<file path="src/sv/pcd_pkg.sv">
// ----------------------------------------------------------------------------
// pcd_pkg
// Shared types and constants for the permutation cycle decomposer.
// ----------------------------------------------------------------------------
package pcd_pkg;

  // Width of an image and of an emitted element
  localparam int ELEM_W = 5;

  // Result error codes
  typedef enum logic [1:0] {
    ERR_NONE  = 2'd0,
    ERR_RANGE = 2'd1,
    ERR_DUP   = 2'd2,
    ERR_FULL  = 2'd3
  } err_code_t;

  // Sequencer states
  typedef enum logic [2:0] {
    ST_LOAD,
    ST_CHECK,
    ST_SCAN,
    ST_STEP,
    ST_REPORT
  } pcd_state_t;

endpackage

</file>
<file path="src/sv/pcd_image_ram.sv">
// ----------------------------------------------------------------------------
// pcd_image_ram
// Image table: one write port, one read port, registered read data.
// ----------------------------------------------------------------------------
module pcd_image_ram #(
  parameter int DEPTH = 32
) (
  input  logic                       clk,
  input  logic                       we,
  input  logic [$clog2(DEPTH)-1:0]   waddr,
  input  logic [pcd_pkg::ELEM_W-1:0] wdata,
  input  logic [$clog2(DEPTH)-1:0]   raddr,
  output logic [pcd_pkg::ELEM_W-1:0] rdata
);
  import pcd_pkg::*;

  logic [ELEM_W-1:0] mem [DEPTH];

  // Write port
  always_ff @(posedge clk) begin
    if (we) begin
      mem[waddr] <= wdata;
    end
  end

  // Read port, registered read data
  always_ff @(posedge clk) begin
    rdata <= mem[raddr];
  end

endmodule

</file>
<file path="src/sv/permutation_cycle_decomposer_top.sv">
// ----------------------------------------------------------------------------
// permutation_cycle_decomposer_top
// Loads a permutation image by image, validates it and emits its cycles.
// ----------------------------------------------------------------------------
// While loading, the input is never stalled and every transfer is taken. After
// the final entry of n positions, validation reads the image RAM once per
// position in a pipelined sweep, then the cycle walk emits one element per
// cycle while the output is not stalled, with the start scan between cycles
// passing over positions already visited; the single read port of the image
// RAM with its registered read data sets that pace. Stalls on the output hold
// the walk. An error, also too many entries, gives a single result. Input is
// held off from the final entry until the last result of the run sits in the
// output register.
// ----------------------------------------------------------------------------
module permutation_cycle_decomposer_top #(
  parameter int MAX_ELEMENTS = 32
) (
  input  logic                       clk,
  input  logic                       rst,
  // input channel
  input  logic                       in_valid,
  output logic                       in_stall,
  input  logic [pcd_pkg::ELEM_W-1:0] image,
  input  logic                       final_entry,
  // output channel
  output logic                       out_valid,
  input  logic                       out_stall,
  output logic [pcd_pkg::ELEM_W-1:0] element,
  output logic                       cycle_end,
  output logic                       run_last,
  output logic                       odd_parity,
  output logic [1:0]                 error_code
);
  import pcd_pkg::*;

  localparam int IW = $clog2(MAX_ELEMENTS);
  localparam int CW = $clog2(MAX_ELEMENTS + 1);

  pcd_state_t state, state_next;

  // run state
  logic [CW-1:0]           cnt;
  err_code_t               err_latch;
  logic                    parity;
  logic [MAX_ELEMENTS-1:0] taken;
  logic [MAX_ELEMENTS-1:0] visited;

  // validation sweep
  logic [CW-1:0] iss_idx;
  logic [CW-1:0] chk_cnt;
  logic          chk_pend;

  // cycle walk
  logic [IW-1:0] scan_i;
  logic [IW-1:0] start;
  logic [IW-1:0] cur_x;
  logic [CW-1:0] emit_cnt;
  logic          len_odd;

  // RAM interface
  logic              ram_we;
  logic [IW-1:0]     ram_raddr;
  logic [ELEM_W-1:0] rd_data;
  logic [IW-1:0]     data_idx;

  // control terms
  logic accept, full, out_free;
  logic chk_eval, range_bad, dup_bad, chk_fail, chk_done;
  logic step_go, rep_go, close, is_last, out_load, run_done;

  pcd_image_ram #(
    .DEPTH (MAX_ELEMENTS)
  ) u_ram (
    .clk   (clk),
    .we    (ram_we),
    .waddr (cnt[IW-1:0]),
    .wdata (image),
    .raddr (ram_raddr),
    .rdata (rd_data)
  );

  // Control terms shared by next-state and datapath
  always_comb begin
    full      = (cnt == CW'(MAX_ELEMENTS));
    accept    = in_valid && !in_stall;
    out_free  = !out_valid || !out_stall;
    data_idx  = IW'(rd_data);
    chk_eval  = (state == ST_CHECK) && chk_pend;
    range_bad = (8'(rd_data) >= 8'(cnt));
    dup_bad   = taken[data_idx];
    chk_fail  = chk_eval && (range_bad || dup_bad);
    chk_done  = chk_eval && !range_bad && !dup_bad && (chk_cnt == cnt - CW'(1));
    close     = (data_idx == start);
    is_last   = (emit_cnt == cnt - CW'(1));
    step_go   = (state == ST_STEP) && out_free;
    rep_go    = (state == ST_REPORT) && out_free;
    out_load  = step_go || rep_go;
    run_done  = (step_go && close && is_last) || rep_go;
  end

  // Outputs of the sequencer
  always_comb begin
    in_stall  = (state != ST_LOAD);
    ram_we    = in_valid && (state == ST_LOAD) && !full;
    ram_raddr = iss_idx[IW-1:0];
    unique case (state)
      ST_CHECK: ram_raddr = iss_idx[IW-1:0];
      ST_SCAN:  ram_raddr = scan_i;
      ST_STEP:  ram_raddr = (out_free && !close) ? data_idx : cur_x;
      default:  ram_raddr = iss_idx[IW-1:0];
    endcase
  end

  // Next state
  always_comb begin
    state_next = state;
    unique case (state)
      ST_LOAD: begin
        if (accept && final_entry) begin
          state_next = (full || err_latch != ERR_NONE) ? ST_REPORT : ST_CHECK;
        end
      end
      ST_CHECK: begin
        if (chk_fail) begin
          state_next = ST_REPORT;
        end else if (chk_done) begin
          state_next = ST_SCAN;
        end
      end
      ST_SCAN: begin
        if (!visited[scan_i]) begin
          state_next = ST_STEP;
        end
      end
      ST_STEP: begin
        if (step_go && close) begin
          state_next = is_last ? ST_LOAD : ST_SCAN;
        end
      end
      ST_REPORT: begin
        if (rep_go) begin
          state_next = ST_LOAD;
        end
      end
      default: state_next = ST_LOAD;
    endcase
  end

  always_ff @(posedge clk) begin
    if (rst) begin
      state <= ST_LOAD;
    end else begin
      state <= state_next;
    end
  end

  // Run bookkeeping, validation and walk registers
  always_ff @(posedge clk) begin
    if (rst) begin
      cnt       <= '0;
      err_latch <= ERR_NONE;
      parity    <= 1'b0;
      taken     <= '0;
      visited   <= '0;
      chk_pend  <= 1'b0;
      iss_idx   <= '0;
      chk_cnt   <= '0;
      scan_i    <= '0;
      emit_cnt  <= '0;
      len_odd   <= 1'b0;
    end else begin
      // load
      if (accept) begin
        if (full) begin
          err_latch <= ERR_FULL;
        end else begin
          cnt <= cnt + CW'(1);
        end
        if (final_entry) begin
          iss_idx  <= '0;
          chk_cnt  <= '0;
          chk_pend <= 1'b0;
        end
      end

      // pipelined range and duplicate sweep
      if (state == ST_CHECK) begin
        chk_pend <= (iss_idx < cnt);
        if (iss_idx < cnt) begin
          iss_idx <= iss_idx + CW'(1);
        end
      end
      if (chk_eval) begin
        priority if (range_bad) begin
          err_latch <= ERR_RANGE;
        end else if (dup_bad) begin
          err_latch <= ERR_DUP;
        end else begin
          taken[data_idx] <= 1'b1;
          chk_cnt         <= chk_cnt + CW'(1);
        end
      end
      if (chk_done) begin
        scan_i   <= '0;
        emit_cnt <= '0;
        len_odd  <= 1'b0;
      end

      // find the lowest unvisited position
      if (state == ST_SCAN) begin
        if (visited[scan_i]) begin
          scan_i <= scan_i + IW'(1);
        end else begin
          start <= scan_i;
          cur_x <= scan_i;
        end
      end

      // walk one element per transfer; the last one leaves the marks to the clear
      if (step_go) begin
        emit_cnt <= emit_cnt + CW'(1);
        if (!run_done) begin
          visited[cur_x] <= 1'b1;
        end
        if (close) begin
          if (!run_done) begin
            parity <= parity ^ len_odd;
          end
          len_odd <= 1'b0;
          scan_i  <= scan_i + IW'(1);
        end else begin
          len_odd <= ~len_odd;
          cur_x   <= data_idx;
        end
      end

      // end of run: clear for the next permutation
      if (run_done) begin
        cnt       <= '0;
        err_latch <= ERR_NONE;
        parity    <= 1'b0;
        taken     <= '0;
        visited   <= '0;
      end
    end
  end

  // Output register
  always_ff @(posedge clk) begin
    if (rst) begin
      out_valid <= 1'b0;
    end else if (out_load) begin
      out_valid <= 1'b1;
    end else if (!out_stall) begin
      out_valid <= 1'b0;
    end
  end

  always_ff @(posedge clk) begin
    if (out_load) begin
      element    <= rep_go ? '0 : ELEM_W'(cur_x);
      cycle_end  <= step_go && close;
      run_last   <= rep_go || is_last;
      odd_parity <= step_go && is_last && (parity ^ len_odd);
      error_code <= rep_go ? err_latch : ERR_NONE;
    end
  end

endmodule

</file>
<file path="config.mk">
export PLATFORM = sky130hd
export DESIGN_NAME = permutation_cycle_decomposer_top
export DESIGN_NICKNAME = d
export VERILOG_FILES = /design/src/sv/pcd_pkg.sv /design/src/sv/pcd_image_ram.sv /design/src/sv/permutation_cycle_decomposer_top.sv
export SDC_FILE = /design/constraint.sdc
export NUM_CORES = 1
export LEC_CHECK = 0
export BUFFER_PORTS_ARGS = -buffer_cell sky130_fd_sc_hd__buf_2
export CELL_PAD_IN_SITES_DETAIL_PLACEMENT = 0
export CELL_PAD_IN_SITES_GLOBAL_PLACEMENT = 1
export CORE_ASPECT_RATIO = 0.8
export CORE_MARGIN = 2
export CORE_UTILIZATION = 25
export DETAILED_ROUTE_END_ITERATION = 7
export GPL_ROUTABILITY_DRIVEN = 0
export PLACE_DENSITY_LB_ADDON = 0.1
export SLEW_MARGIN = 20
export SYNTH_ARGS = -nofsm -noshare
export SYNTH_HDL_FRONTEND = slang
export SYNTH_SLANG_ARGS = --single-unit
</file>
<file path="constraint.sdc">
create_clock -name clk -period 3.05 [get_ports clk]
set_clock_uncertainty 0.2 [all_clocks]
set_input_delay 0.1525 -clock clk [delete_from_list [all_inputs] [get_ports clk]]
set_output_delay 0.1525 -clock clk [all_outputs]
set_load 0.01 [all_outputs]
</file>
Word-level counts from Yosys, hierarchy flattened --
Memories as Yosys holds them, arrays and structs flattened. A register that Yosys moved wholly into a read port is not among the register bits. Cells that the tools add are included.
Operators by class: $add $sub $neg 6, order comparisons 7, eq/ne operators 14, muxes and demuxes 54, bitwise logic cells 9, reductions and logical operators 44
Operators by type and width (number):
- 6-bit 2-to-1 mux | 11
- 32-bit bitwise OR | 2
- 5-bit 2-to-1 mux | 10
- 6-bit by 1-bit adder with 6-bit output (second input constant) | 4
- 3-bit 2-to-1 mux | 7
- 1-bit logical AND | 18
- 5-bit by 6-bit less-than comparator with 1-bit output (second input constant) | 3
- 3-bit one-hot mux with 5 select lines | 1
- 1-bit 2-to-1 mux | 14
- 6-bit == test | 2
- 2-bit 2-to-1 mux | 6
- 1-bit binary-select mux with 5-bit select | 2
- 1-bit demux with 5-bit select | 2
- 5-bit by 1-bit >= comparator with 1-bit output (second input constant) | 2
- 5-bit one-hot mux with 2 select lines | 1
- 2-bit nonzero test | 4
- 1-bit logical NOT | 7
- 3-bit by 2-bit == test with 1-bit output (second input constant) | 2
- 6-bit == test (second input constant) | 1
- 5-bit by 6-bit >= comparator with 1-bit output | 1
- 1-bit logical OR | 6
- 6-bit less-than comparator | 1
- 2-bit by 1-bit != test with 1-bit output (second input constant) | 3
- 1-bit NOT | 6
- 14 further kinds | 18
Storage, ports and cells: register bits after elaboration 122, bits in writable memories 160, word-level logic and storage cells 155, memories kept 1
Memory list:
- u_ram.mem | depth 32, bits a word 5, read ports 1, clocked after memory_dff 1, wr ports 1, line pcd_image_ram.sv:17 | logic [ELEM_W-1:0] mem [DEPTH];

Depth between registers and ports, before layout --
word-level depth 10, gate-level depth with buffers 12, gate-level depth less buffers 10

Modules after synthesis --
Synthesis repeated with hierarchy kept, for this count alone.
Second synthesis, totals: cell total of the unflattened synthesis 957, area total of the unflattened synthesis 12479.5 um^2
Modules (own cells, without submodules):
- pcd_image_ram | instances 1, cells each 277, area an instance 6344.8 um^2
- permutation_cycle_decomposer_top | instances 1, cells each 680, area an instance 6134.6 um^2

Least setup slack after synthesis --
OpenSTA, ideal clock, no wires.
kind reg-to-reg, start point reg scan_i[0], end point reg start[0], enable pin, setup time 0.339 ns, arrival 2.391 ns, setup slack 0.120 ns, stages on the path, launching flop included 8, buffers on the path 2, clock period less this slack 2.930 ns, cells stage by stage dfxtp_1 > buf_6 > mux4_1 > mux4_2 > mux2_4 > nand2b_1 > buf_2 > nor2_1
On the way: word-level cells in the longest chain between the ends 4
RTL lines:
- start, declared | line permutation_cycle_decomposer_top.sv:54 | logic [IW-1:0] scan_i;
- start signal, assigned | line permutation_cycle_decomposer_top.sv:212 | scan_i <= scan_i + IW'(1);
- start signal, assigned | line permutation_cycle_decomposer_top.sv:230 | scan_i <= scan_i + IW'(1);
- 1-bit binary-select mux with 5-bit select | line permutation_cycle_decomposer_top.sv:211 | if (visited[scan_i]) begin
- 1-bit 2-to-1 mux (implied by the code) | line permutation_cycle_decomposer_top.sv:211
- 1-bit NOT (no line)
- 3-bit AND reduction (no line)
- end signal, assigned | line permutation_cycle_decomposer_top.sv:214 | start <= scan_i;
- end, declared | line permutation_cycle_decomposer_top.sv:55 | logic [IW-1:0] start;
No other way between the ends. The select of a mux whose other input is x is not followed. A chain may end at the register's enable or synchronous reset.

Final worst setup path --
start point reg start[3], end point reg u_ram.rdata[4] (netlist bit), read port of u_ram.mem
On the way: word-level cells in the longest chain between the ends 5
RTL lines:
- 5-bit == test | line permutation_cycle_decomposer_top.sv:93 | close = (data_idx == start);
- 1-bit logical NOT | line permutation_cycle_decomposer_top.sv:109 | ST_STEP: ram_raddr = (out_free && !close) ? data_idx : cur_x;
- 1-bit logical AND | line permutation_cycle_decomposer_top.sv:109
- 5-bit 2-to-1 mux | line permutation_cycle_decomposer_top.sv:109
- 5-bit one-hot mux with 2 select lines | line permutation_cycle_decomposer_top.sv:106 | unique case (state)
- end, declared | line pcd_image_ram.sv:13 | output logic [pcd_pkg::ELEM_W-1:0] rdata
No other way between the ends.

==> qor.txt <==
Syn-to-layout area delta -> 27.7%
vias in the first global route -> 9,509
Post-DRT Antenna Nets -> 0
via count -> 9,394
total gr overflow -> 0
final period utilization -> 1.02
HP Start -> final_entry
CP max-delay cell -> or4_1
Final Hold Vio Count -> 0
num rows -> 74
max cap viols -> 0
die area -> 52,900 sq um
first-pass GRT wire length -> 61,800 um
I/O pin total -> 22
biggest area consumer among synthesized cells -> edfxtp_1
Root Driver -> clkbuf_16
synthesized cell area -> 12,800 sq um
synth cell count leaders -> 180 x edfxtp_1, 142 x nor2_1, 107 x dfxtp_1
clock sinks -> 287
Hold Crit Class -> in -> reg
CTS Buf Count -> 35
share of cells above drive strength 1 -> 0.260
Chip Width -> 257 um
largest net degree at the start of global routing -> 40
critical path required time -> 3250 ps
failing checks -> negative setup slack
Post-synth ARST share -> 0
GRT Overall Usage -> 0.156
Cells after Synth -> 1,110
maximum buffer depth of the clock tree -> 3
fillers -> 5,189
Avg WL per Cell -> 20.7 um
Skew-Pair Late Insertion Delay -> 550 ps
crit-path cells -> xnor2_2 -> and3_4 -> buf_6 -> a211oi_4 -> o21ai_4 -> buf_4 -> clkbuf_16 -> and3_1 -> a211oi_1 -> nor4_1 -> or4_1
synthesized area per cell -> 11.5 sq um
Period minus WS final -> 3120 ps
# DRC -> 0
worst setup path startpoint -> start[3]
Leak Pwr -> 5.91 nW
HPWL after DPL -> 28,100 um
Die Ht -> 206 um
drt pass-1 iters -> 8
Setup crit end kind -> register
Setup-failing EPs final -> 5
Crit path max-delay family -> simple AND/OR/NAND/NOR gates
syn_nets -> 1,139
fmax -> 320 MHz
worst-path maximum fanout -> 18
Clock Pin Slew Worst Setup and Hold Paths -> 60 ps
DR vias/cell -> 4.72
FF+latch count, synth -> 287
Max H-tree Level -> 2
top-count cell post-synth -> edfxtp_1
Max VDD drop -> 0.361 mV
initial DRC count -> 665
Post-synth EDFFs -> 180
status -> complete, but fails checks
antenna violations before repair -> 1
IO Port Bufs -> 21
pwr/cell area -> 854 nW/um^2
Slew Viols, Final -> 0
RSZ-0062 raised after global routing -> true
Critical Path AT -> 3330 ps
Core ar. -> 50,700 sq um
fin worst setup slack -> -72.5 ps
ranking of synthesized cells by area -> edfxtp_1 42%, dfxtp_1 17%, nor2_1 4.2%
CP startpoint kind -> register
max incr delay on CP -> 570 ps
area share of the largest cell type after synthesis -> 0.423
reg-to-reg critical path startpoint -> start[3]
WS Path Type -> reg -> reg
total wire length -> 41,100 um
sequential area share after synthesis -> 0.591
nets -> 1,308
Buf/Inv on CP -> 3
setup TNS -> -138 ps
Worst Max-Slew Pin Slew -> 875 ps
synth unique cells -> 69
yosys warns -> 0
total design power -> 13.9 mW
starting density of the core -> 0.252
Slew headroom -> 0.415
TritonCTS clock tree -> built
Top FF cell, synth -> edfxtp_1
[tightest hold or removal path, delay by kind of cell]
| family | cells | cell delay (ps) |
|---|---|---|
| simple gates | 2 | 410 |
| buf+inv | 1 | 90 |
| compound gates | 1 | 50 |
[layout make-up]
type | instances | area, sq um | share of cell area
clock buffer | 52 | 1010 | 0.0620
tap | 684 | 856 | 0.0525
antenna | 1 | 2.50 | 0.000153
sequential | 287 | 7550 | 0.463
multi-input combinational | 735 | 5040 | 0.309
timing repair buffer | 201 | 1660 | 0.102
inverter | 19 | 71.3 | 0.00437
clock inverter | 12 | 123 | 0.00752
[registers in the layout, summed over array words and instances, names as in the netlist, 2 cells and up]
signal,cells
u_ram.mem,160
cnt,6
start,5
iss_idx,6
chk_cnt,6
taken,32
cur_x,5
scan_i,5
u_ram.rdata,5
err_latch,2
element,5
state,3
emit_cnt,6
error_code,2
visited,32
[final timing paths]
check	slack [ps]	end	cells after the start
worst min register to register	260	taken[30]	2
worst max-delay path	-70	u_ram.rdata[4]	11
worst max register to register	-70	u_ram.rdata[4]	11
worst min-delay path	10	chk_cnt[4]	4
[metrics by stage]
stage	instances	utilization	hold slack, ps	worst slack, ps	area (sq um)
floorplan	1110	-	51.4	120	12800
global placement	1916	0.292	241	-339	14800
detailed placement	1916	0.292	250	-302	14800
CTS	1984	0.319	1.31	-63.6	16200
global route	1991	0.322	64.2	-211	16300
finish	1991	0.322	9.85	-72.5	16300
[routing by layer]
metal / global-route usage / part of all wire
met4: 0.0430 / 0.019
met5: 0 / 0
met2: 0.222 / 0.41
met1: 0.243 / 0.54
met3: 0.0222 / 0.035
[power breakdown]
part | switching (mW) | internal (mW) | leakage (nW) | total, mW
registers | 0.137 | 4.32 | 2.49 | 4.46
logic | 3.03 | 2.28 | 2.85 | 5.31
clock network | 1.69 | 2.47 | 0.559 | 4.17
total | 4.86 | 9.08 | 5.91 | 13.9
[layout by cell type (no fill, tap or decap), types with 7 or more instances in the layout]
| master | n |
|---|---|
| xor2_1 | 10 |
| a31o_2 | 9 |
| a211oi_2 | 17 |
| buf_2 | 21 |
| ha_1 | 19 |
| nor4_1 | 19 |
| mux4_2 | 14 |
| a21oi_1 | 55 |
| buf_12 | 12 |
| inv_1 | 16 |
| xnor2_1 | 15 |
| mux2_2 | 7 |
| nand2_1 | 42 |
| clkbuf_16 | 37 |
| nand2b_1 | 10 |
| buf_4 | 159 |
| nand4_1 | 9 |
| o21ai_1 | 7 |
| o21ai_0 | 31 |
| and3_1 | 74 |
| dfxtp_1 | 104 |
| edfxtp_1 | 180 |
| and2_1 | 15 |
| nand3_1 | 34 |
| a211oi_1 | 42 |
| clkbuf_1 | 11 |
| nor2_1 | 142 |
| nor3_1 | 17 |
| a31oi_1 | 37 |
[cell families (layout without fill, tap and decap cells)]
kind of cell	Yosys count	in the layout	synth area share
flip-flops	287	287	0.591
AND/OR/NAND/NOR	403	403	0.159
AO/OA/AOI/OAI	256	256	0.137
other	0	1	0
buffers and inverters	88	284	0.0308
adder cells (fa/ha/maj)	19	19	0.0186
XOR/XNOR	28	28	0.0192
multiplexers	29	29	0.0444
[timing repair]
item / in CTS / in global routing
hold buffers: 3 / 0
endpoints found under the hold margin: 28 / 0
pin swaps: 2 / 7
setup endpoints to repair: 22 / 33
gates cloned: 0 / 1
resized for setup: 33 / 31
setup buffers: 2 / 5
(Power assumes the default switching activity.)
